--- config.mk ---
export PLATFORM = sky130hd
export DESIGN_NAME = packet_deframer_mod255_checksum
export DESIGN_NICKNAME = d
export VERILOG_FILES = /design/src/design/pktdfr_pkg.sv /design/src/design/pktdfr_ram.sv /design/src/design/pktdfr_emit.sv /design/src/design/packet_deframer_mod255_checksum.sv
export SDC_FILE = /design/constraint.sdc
export NUM_CORES = 1
export LEC_CHECK = 0
export ABC_AREA = 1
export BUFFER_PORTS_ARGS = -buffer_cell sky130_fd_sc_hd__buf_2
export CORE_UTILIZATION = 25
export DETAILED_ROUTE_END_ITERATION = 12
export GPL_TIMING_DRIVEN = 0
export PLACE_DENSITY = 0.47
export SYNTH_ARGS = -nofsm -noshare
export SYNTH_HDL_FRONTEND = slang
export SYNTH_SLANG_ARGS = --single-unit
--- constraint.sdc ---
create_clock -name clk -period 4 [get_ports clk]
set_clock_uncertainty 0.15 [all_clocks]
set_input_delay 0.8 -clock clk [delete_from_list [all_inputs] [get_ports clk]]
set_output_delay 0.8 -clock clk [all_outputs]
set_load 0.01 [all_outputs]
--- src/design/pktdfr_pkg.sv ---
// ---------------------------------------------------------------------------
// pktdfr_pkg: shared types and constants for the packet deframer
// Item structs for both channels, the emit request, and the checksum fold.
// ---------------------------------------------------------------------------
package pktdfr_pkg;

	// default payload store depth; a length at or above it aborts the frame
	localparam int unsigned MAX_DATA_DEF = 30;

	localparam int unsigned BYTE_W = 8;
	localparam int unsigned IDX_W  = 6;

	localparam logic [BYTE_W-1:0] SYNC_BYTE = 8'hAA;
	localparam logic [BYTE_W-1:0] SUM_MOD   = 8'hFF;

	// command codes on the input channel
	localparam logic CMD_BYTE    = 1'b0;
	localparam logic CMD_TIMEOUT = 1'b1;

	typedef struct packed {
		logic              cmd;
		logic [BYTE_W-1:0] rx_byte;
	} in_item_t;

	typedef struct packed {
		logic              is_header;
		logic [BYTE_W-1:0] out_byte;
		logic [IDX_W-1:0]  payload_index;
		logic [IDX_W-1:0]  payload_length;
		logic              last;
	} out_item_t;

	// request from the frame parser to the emit sequencer
	typedef struct packed {
		logic              start;
		logic [BYTE_W-1:0] header;
		logic [IDX_W-1:0]  length;
	} emit_req_t;

	// add a byte to the running sum modulo 255; acc may be 255 (unreduced seed)
	function automatic logic [BYTE_W-1:0] fold_sum(input logic [BYTE_W-1:0] acc,
	                                               input logic [BYTE_W-1:0] b);
		logic [BYTE_W:0] s;
		logic [BYTE_W:0] r;
		s = {1'b0, acc} + {1'b0, b};
		r = (s >= {1'b0, SUM_MOD}) ? (s - {1'b0, SUM_MOD}) : s;
		if (r == {1'b0, SUM_MOD}) begin
			r = '0;
		end
		return r[BYTE_W-1:0];
	endfunction

endpackage

--- src/design/pktdfr_ram.sv ---
// ---------------------------------------------------------------------------
// pktdfr_ram: payload byte store
// One write port, one read port, registered read data.
// ---------------------------------------------------------------------------
module pktdfr_ram #(
	parameter int unsigned DEPTH = pktdfr_pkg::MAX_DATA_DEF
) (
	input  logic                             clk,
	input  logic                             we,
	input  logic [$clog2(DEPTH)-1:0]         waddr,
	input  logic [pktdfr_pkg::BYTE_W-1:0]    wdata,
	input  logic                             re,
	input  logic [$clog2(DEPTH)-1:0]         raddr,
	output logic [pktdfr_pkg::BYTE_W-1:0]    rdata
);

	logic [pktdfr_pkg::BYTE_W-1:0] mem [DEPTH];
	logic [pktdfr_pkg::BYTE_W-1:0] rdata_q;

	// write incoming payload byte
	always_ff @(posedge clk) begin
		if (we) begin
			mem[waddr] <= wdata;
		end
	end

	// register read data
	always_ff @(posedge clk) begin
		if (re) begin
			rdata_q <= mem[raddr];
		end
	end

	assign rdata = rdata_q;

endmodule

--- src/design/pktdfr_emit.sv ---
// ---------------------------------------------------------------------------
// pktdfr_emit: packet emit sequencer
// Presents the header item, then walks the payload store one item per cycle
// while the output is not stalled, issuing each read as the previous item is taken.
// ---------------------------------------------------------------------------
module pktdfr_emit #(
	parameter int unsigned MAX_DATA = pktdfr_pkg::MAX_DATA_DEF
) (
	input  logic                               clk,
	input  logic                               arst_n,
	input  pktdfr_pkg::emit_req_t              req,
	output logic                               busy,
	output logic                               rd_en,
	output logic [$clog2(MAX_DATA)-1:0]        rd_addr,
	input  logic [pktdfr_pkg::BYTE_W-1:0]      rd_data,
	output logic                               pkt_valid,
	input  logic                               pkt_stall,
	output pktdfr_pkg::out_item_t              pkt_data
);

	localparam int unsigned AW = $clog2(MAX_DATA);

	localparam logic [1:0] EM_IDLE = 2'd0;
	localparam logic [1:0] EM_HDR  = 2'd1;
	localparam logic [1:0] EM_DATA = 2'd2;

	logic [1:0]                          state_q;
	logic [pktdfr_pkg::BYTE_W-1:0]       hdr_q;
	logic [pktdfr_pkg::IDX_W-1:0]        len_q;
	logic [pktdfr_pkg::IDX_W-1:0]        idx_q;
	logic                                take;
	logic                                is_last;
	logic [pktdfr_pkg::IDX_W-1:0]        next_idx;

	assign take     = pkt_valid && !pkt_stall;
	assign is_last  = (state_q == EM_HDR) ? (len_q == '0)
	                                      : (idx_q == len_q - 6'd1);
	assign next_idx = (state_q == EM_HDR) ? '0 : (idx_q + 6'd1);

	// fetch the next payload byte when the current item is taken
	assign rd_en   = take && !is_last;
	assign rd_addr = next_idx[AW-1:0];

	// sequence header then payload items
	always_ff @(posedge clk or negedge arst_n) begin
		if (!arst_n) begin
			state_q <= EM_IDLE;
			idx_q   <= '0;
		end else begin
			unique case (state_q)
				EM_IDLE: begin
					if (req.start) begin
						state_q <= EM_HDR;
						idx_q   <= '0;
					end
				end
				EM_HDR, EM_DATA: begin
					if (take) begin
						if (is_last) begin
							state_q <= EM_IDLE;
						end else begin
							state_q <= EM_DATA;
							idx_q   <= next_idx;
						end
					end
				end
				default: begin
					state_q <= EM_IDLE;
				end
			endcase
		end
	end

	// capture packet header and length at start
	always_ff @(posedge clk) begin
		if (req.start && state_q == EM_IDLE) begin
			hdr_q <= req.header;
			len_q <= req.length;
		end
	end

	assign busy      = (state_q != EM_IDLE);
	assign pkt_valid = busy;

	always_comb begin
		pkt_data.is_header      = (state_q == EM_HDR);
		pkt_data.out_byte       = (state_q == EM_HDR) ? hdr_q : rd_data;
		pkt_data.payload_index  = (state_q == EM_HDR) ? '0 : idx_q;
		pkt_data.payload_length = len_q;
		pkt_data.last           = is_last;
	end

	// a start request only arrives while the sequencer is idle
	a_start_idle: assert property (@(posedge clk) disable iff (!arst_n)
		req.start |-> state_q == EM_IDLE)
		else $error("emit start while busy");

	// payload index stays inside the packet length
	a_idx_range: assert property (@(posedge clk) disable iff (!arst_n)
		state_q == EM_DATA |-> idx_q < len_q)
		else $error("payload index beyond length");

	// taking the last item returns the sequencer to idle
	a_last_idle: assert property (@(posedge clk) disable iff (!arst_n)
		(take && is_last) |=> state_q == EM_IDLE)
		else $error("sequencer busy after last item");

	// every fetch addresses a slot of the store
	a_rd_range: assert property (@(posedge clk) disable iff (!arst_n)
		rd_en |-> {26'd0, next_idx} < MAX_DATA)
		else $error("store read out of range");

endmodule

--- src/design/packet_deframer_mod255_checksum.sv ---
// ---------------------------------------------------------------------------
// packet_deframer_mod255_checksum: sync / length / checksum packet deframer
// Parses 0xAA 0xAA header length payload checksum frames, stores the payload
// and emits header plus payload items on a checksum match.
// ---------------------------------------------------------------------------
// Input: one byte item per cycle while idle; the input stalls while a packet
//   is being emitted, including any output stall.
// Output: the header item is presented in the cycle after the checksum byte;
//   payload items follow one per cycle unless stalled, paced by registered reads.
// Reset: parser returns to sync hunting and the emitter to idle at once;
//   the payload store is not cleared and needs no clearing pass.
module packet_deframer_mod255_checksum #(
	parameter int unsigned MAX_DATA = pktdfr_pkg::MAX_DATA_DEF
) (
	input  logic                     clk,
	input  logic                     arst_n,
	input  logic                     byte_valid,
	output logic                     byte_stall,
	input  pktdfr_pkg::in_item_t     byte_data,
	output logic                     pkt_valid,
	input  logic                     pkt_stall,
	output pktdfr_pkg::out_item_t    pkt_data
);

	localparam int unsigned AW = $clog2(MAX_DATA);

	localparam logic [2:0] PH_SYNC1   = 3'd0;
	localparam logic [2:0] PH_SYNC2   = 3'd1;
	localparam logic [2:0] PH_HEADER  = 3'd2;
	localparam logic [2:0] PH_LENGTH  = 3'd3;
	localparam logic [2:0] PH_PAYLOAD = 3'd4;
	localparam logic [2:0] PH_CHECK   = 3'd5;

	logic [2:0]                      phase_q;
	logic [pktdfr_pkg::BYTE_W-1:0]   header_q;
	logic [pktdfr_pkg::IDX_W-1:0]    length_q;
	logic [pktdfr_pkg::IDX_W-1:0]    fill_q;
	logic [pktdfr_pkg::BYTE_W-1:0]   sum_q;

	logic                            accept;
	logic                            is_byte;
	logic [pktdfr_pkg::BYTE_W-1:0]   c;
	logic [pktdfr_pkg::BYTE_W-1:0]   sum_next;
	logic [pktdfr_pkg::IDX_W-1:0]    fill_next;
	logic                            busy;
	logic                            wr_en;
	logic                            rd_en;
	logic [AW-1:0]                   rd_addr;
	logic [pktdfr_pkg::BYTE_W-1:0]   rd_data;
	pktdfr_pkg::emit_req_t           req;

	assign byte_stall = busy;
	assign accept     = byte_valid && !byte_stall;
	assign is_byte    = (byte_data.cmd == pktdfr_pkg::CMD_BYTE);
	assign c          = byte_data.rx_byte;
	assign sum_next   = pktdfr_pkg::fold_sum(sum_q, c);
	assign fill_next  = fill_q + 6'd1;

	// parse frame fields
	always_ff @(posedge clk or negedge arst_n) begin
		if (!arst_n) begin
			phase_q  <= PH_SYNC1;
			header_q <= '0;
			length_q <= '0;
			fill_q   <= '0;
			sum_q    <= '0;
		end else if (accept) begin
			if (!is_byte) begin
				phase_q <= PH_SYNC1;
			end else begin
				unique case (phase_q)
					PH_SYNC2: begin
						phase_q <= (c == pktdfr_pkg::SYNC_BYTE) ? PH_HEADER : PH_SYNC1;
					end
					PH_HEADER: begin
						header_q <= c;
						sum_q    <= c;
						phase_q  <= PH_LENGTH;
					end
					PH_LENGTH: begin
						if (c < 8'(MAX_DATA)) begin
							length_q <= c[pktdfr_pkg::IDX_W-1:0];
							sum_q    <= sum_next;
							fill_q   <= '0;
							phase_q  <= (c != '0) ? PH_PAYLOAD : PH_CHECK;
						end else begin
							phase_q <= PH_SYNC1;
						end
					end
					PH_PAYLOAD: begin
						sum_q  <= sum_next;
						fill_q <= fill_next;
						if (fill_next >= length_q) begin
							phase_q <= PH_CHECK;
						end
					end
					PH_CHECK: begin
						phase_q <= PH_SYNC1;
					end
					default: begin
						phase_q <= (c == pktdfr_pkg::SYNC_BYTE) ? PH_SYNC2 : PH_SYNC1;
					end
				endcase
			end
		end
	end

	// store payload bytes; request emit on checksum match
	assign wr_en = accept && is_byte && (phase_q == PH_PAYLOAD);

	always_comb begin
		req.start  = accept && is_byte && (phase_q == PH_CHECK) && (sum_q == c);
		req.header = header_q;
		req.length = length_q;
	end

	pktdfr_ram #(
		.DEPTH (MAX_DATA)
	) u_ram (
		.clk   (clk),
		.we    (wr_en),
		.waddr (fill_q[AW-1:0]),
		.wdata (c),
		.re    (rd_en),
		.raddr (rd_addr),
		.rdata (rd_data)
	);

	pktdfr_emit #(
		.MAX_DATA (MAX_DATA)
	) u_emit (
		.clk       (clk),
		.arst_n    (arst_n),
		.req       (req),
		.busy      (busy),
		.rd_en     (rd_en),
		.rd_addr   (rd_addr),
		.rd_data   (rd_data),
		.pkt_valid (pkt_valid),
		.pkt_stall (pkt_stall),
		.pkt_data  (pkt_data)
	);

	// payload writes stay inside the announced length
	a_fill_range: assert property (@(posedge clk) disable iff (!arst_n)
		wr_en |-> (fill_q < length_q) && ({26'd0, fill_q} < MAX_DATA))
		else $error("payload write beyond length");

	// no store write while a packet is being read out
	a_no_wr_busy: assert property (@(posedge clk) disable iff (!arst_n)
		busy |-> !wr_en)
		else $error("store write during emit");

endmodule

Yosys cells after proc, flatten, opt, wreduce, memory -nomap -nowiden
Memory sizes are Yosys's and may differ from the RTL's. A register that Yosys moved wholly into a read port is not among the register bits. Cells that the tools add are included.

Mux-type cells: 27. Equal/unequal tests: 16. Magnitude comparators: 3. Reductions and logical operators: 26. Bitwise gates (word level): 1. Add/sub/neg operators: 5.

Operators with widths (number): $mux 6 (6); $mux 8 (3); $pmux 6 s2 (2); $pmux 8 s3 (1); $reduce_and 4->1 (4); $pmux 3 s5 (1); $add 6x1->6 const B (2); $add 8x8->9 (1); $eq 9x8->1 const B (1); $ge 9x8->1 const B (1); $mux 3 (3); $mux 9 (1); $sub 9x8->9 const B (1); $eq 8x8->1 (1); $eq 8x8->1 const B (1); $logic_and 1x1->1 (8); $lt 8x5->1 const B (1); $mux 2 (4); $reduce_bool 8->1 (1); $eq 3x2->1 const B (2); $eq 3x3->1 const B (2); $eq 6x6->1 (1); $ge 6x6->1 (1); $logic_not 6->1 (1); 17 further kinds (28).

Logic and storage cells: 88. Output and inout bits: 24. Register bits after elaboration: 53. Bits in writable memories: 240. Memories kept: 1.

Memories: u_ram.mem (depth 30, bits a word 8, rd ports 1, clocked after Yosys merged registers in 1, wr ports 1, line pktdfr_ram.sv:17) `logic [pktdfr_pkg::BYTE_W-1:0] mem [DEPTH];`.

Longest topological paths before layout
Depth after elaboration: 8. Mapped depth: 20. Gate-level depth less buffers: 20.

Cells and area by module
From an unflattened synthesis, not the netlist that was laid out.

Cell total of the unflattened synthesis: 1355. Area, all modules: 13764.5 µm².

By module, submodules not included: pktdfr_ram (cells an instance 869, times used 1, area each 10118.5 µm²); packet_deframer_mod255_checksum (cells an instance 338, times used 1, area each 2348.5 µm²); pktdfr_emit (cells an instance 148, times used 1, area each 1297.5 µm²).

Worst setup path before layout
Ideal clock, no wire load.

Path type: input to register. Start point: input port byte_data[3] (netlist name). End point: register u_emit.idx_q[5] (netlist name). Setup time: 0.083 ns. Arrival: 3.423 ns. Buffers on the path: 0. Required time: 3.767 ns. Cell stages on the path: 8. Setup slack: 0.344 ns. Cells stage by stage: ha_1 > inv_2 > nand3_1 > nor4_1 > nand2_1 > nand2_1 > nand3_1 > o21ai_0.

Cells in the longest elaborated chain, start to end: 4.

Ends and longest elaborated chain: from (decl) (line packet_deframer_mod255_checksum.sv:19) `input pktdfr_pkg::in_item_t byte_data,`; $eq 8x8->1 (line packet_deframer_mod255_checksum.sv:112) `req.start = accept && is_byte && (phase_q == PH_CHECK) && (sum_q == c);`; $logic_and 1x1->1 (line packet_deframer_mod255_checksum.sv:112); $ne 2x1->1 (no line); $reduce_and 4->1 (no line); to (signal assigned) (line pktdfr_emit.sv:63) `idx_q <= next_idx;`; to (decl) (line pktdfr_emit.sv:30) `logic [pktdfr_pkg::IDX_W-1:0] idx_q;`.

No other way between the ends. A chain may end at the register's enable or synchronous reset.

Worst setup path in the final report
Start point: input port byte_data[2] (netlist name). End point: register sum_q[5] (netlist name).

Cells in the longest elaborated chain, start to end: 7. Elaborated cells on any way between the ends: 11. Those cells by class: add/sub (2); order compare (2); eq/ne (2); mux (4); reduce/logical (1).

Ends and longest elaborated chain: $add 8x8->9 (line pktdfr_pkg.sv:45) `s = {1'b0, acc} + {1'b0, b};`; $sub 9x8->9 / $ge 9x8->1 (equally long branches) (line pktdfr_pkg.sv:46) `r = (s >= {1'b0, SUM_MOD}) ? (s - {1'b0, SUM_MOD}) : s;`; $mux 9 (line pktdfr_pkg.sv:46); $eq 9x8->1 (line pktdfr_pkg.sv:47) `if (r == {1'b0, SUM_MOD}) begin`; $mux 8 (line pktdfr_pkg.sv:47); $mux 8 (line packet_deframer_mod255_checksum.sv:81) `if (c < 8'(MAX_DATA)) begin`; $pmux 8 s3 (line packet_deframer_mod255_checksum.sv:71) `unique case (phase_q)`; to (signal assigned) (line packet_deframer_mod255_checksum.sv:83) `sum_q <= sum_next;`; to (signal assigned) (line packet_deframer_mod255_checksum.sv:91) `sum_q <= sum_next;`; to (decl) (line packet_deframer_mod255_checksum.sv:38) `logic [pktdfr_pkg::BYTE_W-1:0] sum_q;`.

Several ways; a longest one is shown, not always the timed one. The select of a mux whose other input is x is not followed.

==> impl_metrics.json <==
{
  "netlist_instances": 1196,
  "fin_util_pct": 29.5,
  "cts_setup_buffers": 0,
  "whs_ns": 0.228,
  "final_common_cell": "edfxtp_1",
  "synth_compound_area_share_pct": 12.3,
  "area_growth_pct": 16.2,
  "cts_buffers": 30,
  "die_w_um": 233,
  "fin_tns_setup_ns": 0,
  "clock-sinks": 301,
  "synthesis.area_um2": 13400,
  "critical_path.startpoint": "byte_data[2]",
  "yosysSeqAreaShare_pct": 66.1,
  "num_vias": 9336,
  "dieHeight_um": 233,
  "synth_edf_count": 262,
  "worst_r2r_startpoint": "sum_q[0]$_DFFE_PN0P_",
  "mostFrequentLayoutCells": "edfxtp_1 (262), nor2_1 (219), nand2_1 (142)",
  "track_usage_pct": 14.7,
  "power_leakage_nw": 5.49,
  "outcome": "complete, but fails checks",
  "synth.area.mux_share_pct": 0.253,
  "period_minus_slack_ns": 3.69,
  "drc": 2,
  "synth-main-ff-cell": "edfxtp_1",
  "ir_worst_vdd_uv": 286,
  "relSlewSlack_pct": 26.6,
  "grt.overflow.total": 0,
  "port_buffers": 36,
  "clk_pin_slew_worst_paths_ns": 0.06,
  "syn-mean-instance-area_um2": 11.2,
  "final_nets": 1306,
  "worstSetupPathType": "input port to flip-flop",
  "dr.first_iter.drc_count": 774,
  "grt_max_degree": 40,
  "cap_violations": 0,
  "crit_end": "sum_q[5]$_DFFE_PN0P_",
  "maxSlewViolCount": 0,
  "worstPathArrival_ns": 4.00,
  "tritoncts": "built",
  "drt_pre_antenna_iters": 9,
  "path_max_fanout": 36,
  "cts_hold_buf": 0,
  "viasPerCell": 4.72,
  "synthAdderAreaFrac_pct": 2.49,
  "design.core.area_um2": 52800,
  "synth_async_sr_flop_share_pct": 13.0,
  "setup_viol": 0,
  "fin_ws_ns": 0.307,
  "ys_ff_latch": 301,
  "grt_pass1_wl_mm": 59.6,
  "rsz0062_at_grt": "false",
  "globalplace.congestion": 0.860,
  "initial_utilization_pct": 25.4,
  "clk_latency_ns": 0.57,
  "rr_worst_depth": 18,
  "period_share_pct": 92.3,
  "end_kind": "flip-flop",
  "hp-class": "input port to async pin",
  "r2r_setup_slack_ns": 0.47,
  "worstPathRequired_ns": 4.31,
  "h-tree-depth": 1,
  "hold_violations": 0,
  "clk_path_buf_depth": 3,
  "rows": 84,
  "drive_above_1_share_pct": 10.6,
  "grt_pass1_vias": 9302,
  "yosysWarningCount": 0,
  "synth-xor-area-share_pct": 0.982,
  "worstSetupStartpointType": "input port",
  "ioPinCount": 37,
  "cts-root-buf": "clkbuf_16",
  "r2r_end": "sum_q[5]$_DFFE_PN0P_",
  "antenna_found_initial": 0,
  "dp.final_hpwl_mm": 27.0,
  "syn_nets": 1235,
  "power.density_nw_per_um2": 425,
  "ys_types": 48,
  "ant_nets": 0,
  "wire_per_inst_um": 20.1,
  "dp_slack_ns": -0.734,
  "routed_wl_mm": 39.8,
  "synth_top_family_by_area": "simple AND/OR/NAND/NOR gates",
  "worst_slew_pin_slew_ns": 1.10,
  "diodes": 0,
  "dieArea_um2": 54400,
  "violations": "design-rule violations",
  "synth_simple_gate_area_share_pct": 13.8,
  "timing.fmax_mhz": 271
}
[worst max-delay path, cell delays in order]
cell	delay, ns
buf_2	0.61
ha_1	0.39
inv_2	0.09
nand2_1	0.12
nand3_1	0.15
nand2_1	0.08
nand2_1	0.06
nand2_1	0.13
nand3_1	0.13
nor2_1	0.06
ha_1	0.20
nor2_2	0.30
nand2_4	0.15
o21ai_2	0.19
nand2_1	0.07
nor2_1	0.14
nand2_2	0.15
nand2_1	0.11
a21oi_1	0.06
[logic make-up (layout without fill, tap and decap cells)]
logic type / after synthesis / in the layout
AND/OR/NAND/NOR: 443 / 443
adder cells (fa/ha/maj): 26 / 26
buffers and inverters: 138 / 233
flip-flops: 301 / 301
multiplexers: 3 / 3
AO/OA/AOI/OAI: 270 / 270
XOR/XNOR: 15 / 15
[power breakdown]
part           internal, mW  leakage, nW  switching (mW)
Combinational        0.0221         2.18           0.101
Clock                  1.86        0.525            1.21
Sequential             3.41         2.79       0.0000485
[repair_timing]
action,4_1_cts,5_1_grt
endpoints found under the setup margin,8,8
pin swaps,0,0
gates resized for setup,1,8
[routing by layer]
metal	wire length [um]	global-route usage, %	up-vias
met2	19200	24.6	268
li1	-	-	4414
met3	1930	1.43	48
met1	17900	19.8	4606
met4	835	4.51	0
met5	0	0	-
[synthesized netlist by cell type, types with 7 or more instances]
cell | instances | area [um2]
o32ai_1 | 17 | 149
edfxtp_1 | 262 | 7870
o311ai_0 | 7 | 61.3
o21ai_0 | 113 | 566
ha_1 | 25 | 313
o21ai_1 | 7 | 35.0
dfrtp_1 | 39 | 976
inv_1 | 76 | 285
o22ai_1 | 20 | 125
a21oi_1 | 39 | 195
o211ai_1 | 20 | 150
buf_2 | 12 | 60.1
a31oi_1 | 13 | 81.3
nand2_1 | 142 | 533
o221ai_1 | 15 | 131
xor2_1 | 10 | 87.6
nand2_2 | 9 | 56.3
clkbuf_1 | 35 | 131
nand3_1 | 46 | 230
nor2_1 | 219 | 822
[how the worst min path moves through the flow]
stage                       startpoint                        end  slack, ns  cells past startpoint
2_1_floorplan  header_q[3]$_DFFE_PN0P_  u_emit.hdr_q[3]$_DFFE_PP_       0.27                      0
3_3_place_gp   header_q[6]$_DFFE_PN0P_  u_emit.hdr_q[6]$_DFFE_PP_       0.28                      0
3_5_place_dp   header_q[7]$_DFFE_PN0P_  u_emit.hdr_q[7]$_DFFE_PP_       0.28                      0
4_1_cts                         arst_n     phase_q[0]$_DFFE_PN0P_       0.25                      1
5_1_grt                         arst_n      fill_q[2]$_DFFE_PN0P_       0.31                      1
6_report                        arst_n     phase_q[0]$_DFFE_PN0P_       0.23                      1
[final cells by class]
class                      count  area (um2)
fill                        5441       37200
buffer                        55         233
timing repair buffer          39         216
clock buffer                  42         847
sequential                   301        8840
clock inverter                14         221
inverter                      83         312
multi-input combinational    757        4010
tap                          688         861
[per-stage QoR]
stage / power [mW] / std cells / area [um2]
floorplan: 3.52 / 1196 / 13400
global placement: 3.60 / 1920 / 14400
detailed placement: 3.60 / 1923 / 14500
CTS: 6.65 / 1979 / 15500
global route: 6.78 / 1979 / 15500
finish: 6.60 / 1979 / 15500
[sequential cells by signal, summed over array words and instances, names as in the netlist]
name / cells
u_emit.len_q: 6
fill_q: 6
phase_q: 3
length_q: 6
header_q: 8
u_emit.idx_q: 6
u_emit.state_q: 2
sum_q: 8
u_ram.rdata: 8
u_emit.hdr_q: 8
u_ram.mem: 240
No activity file was read; power rests on OpenSTA's default activity.
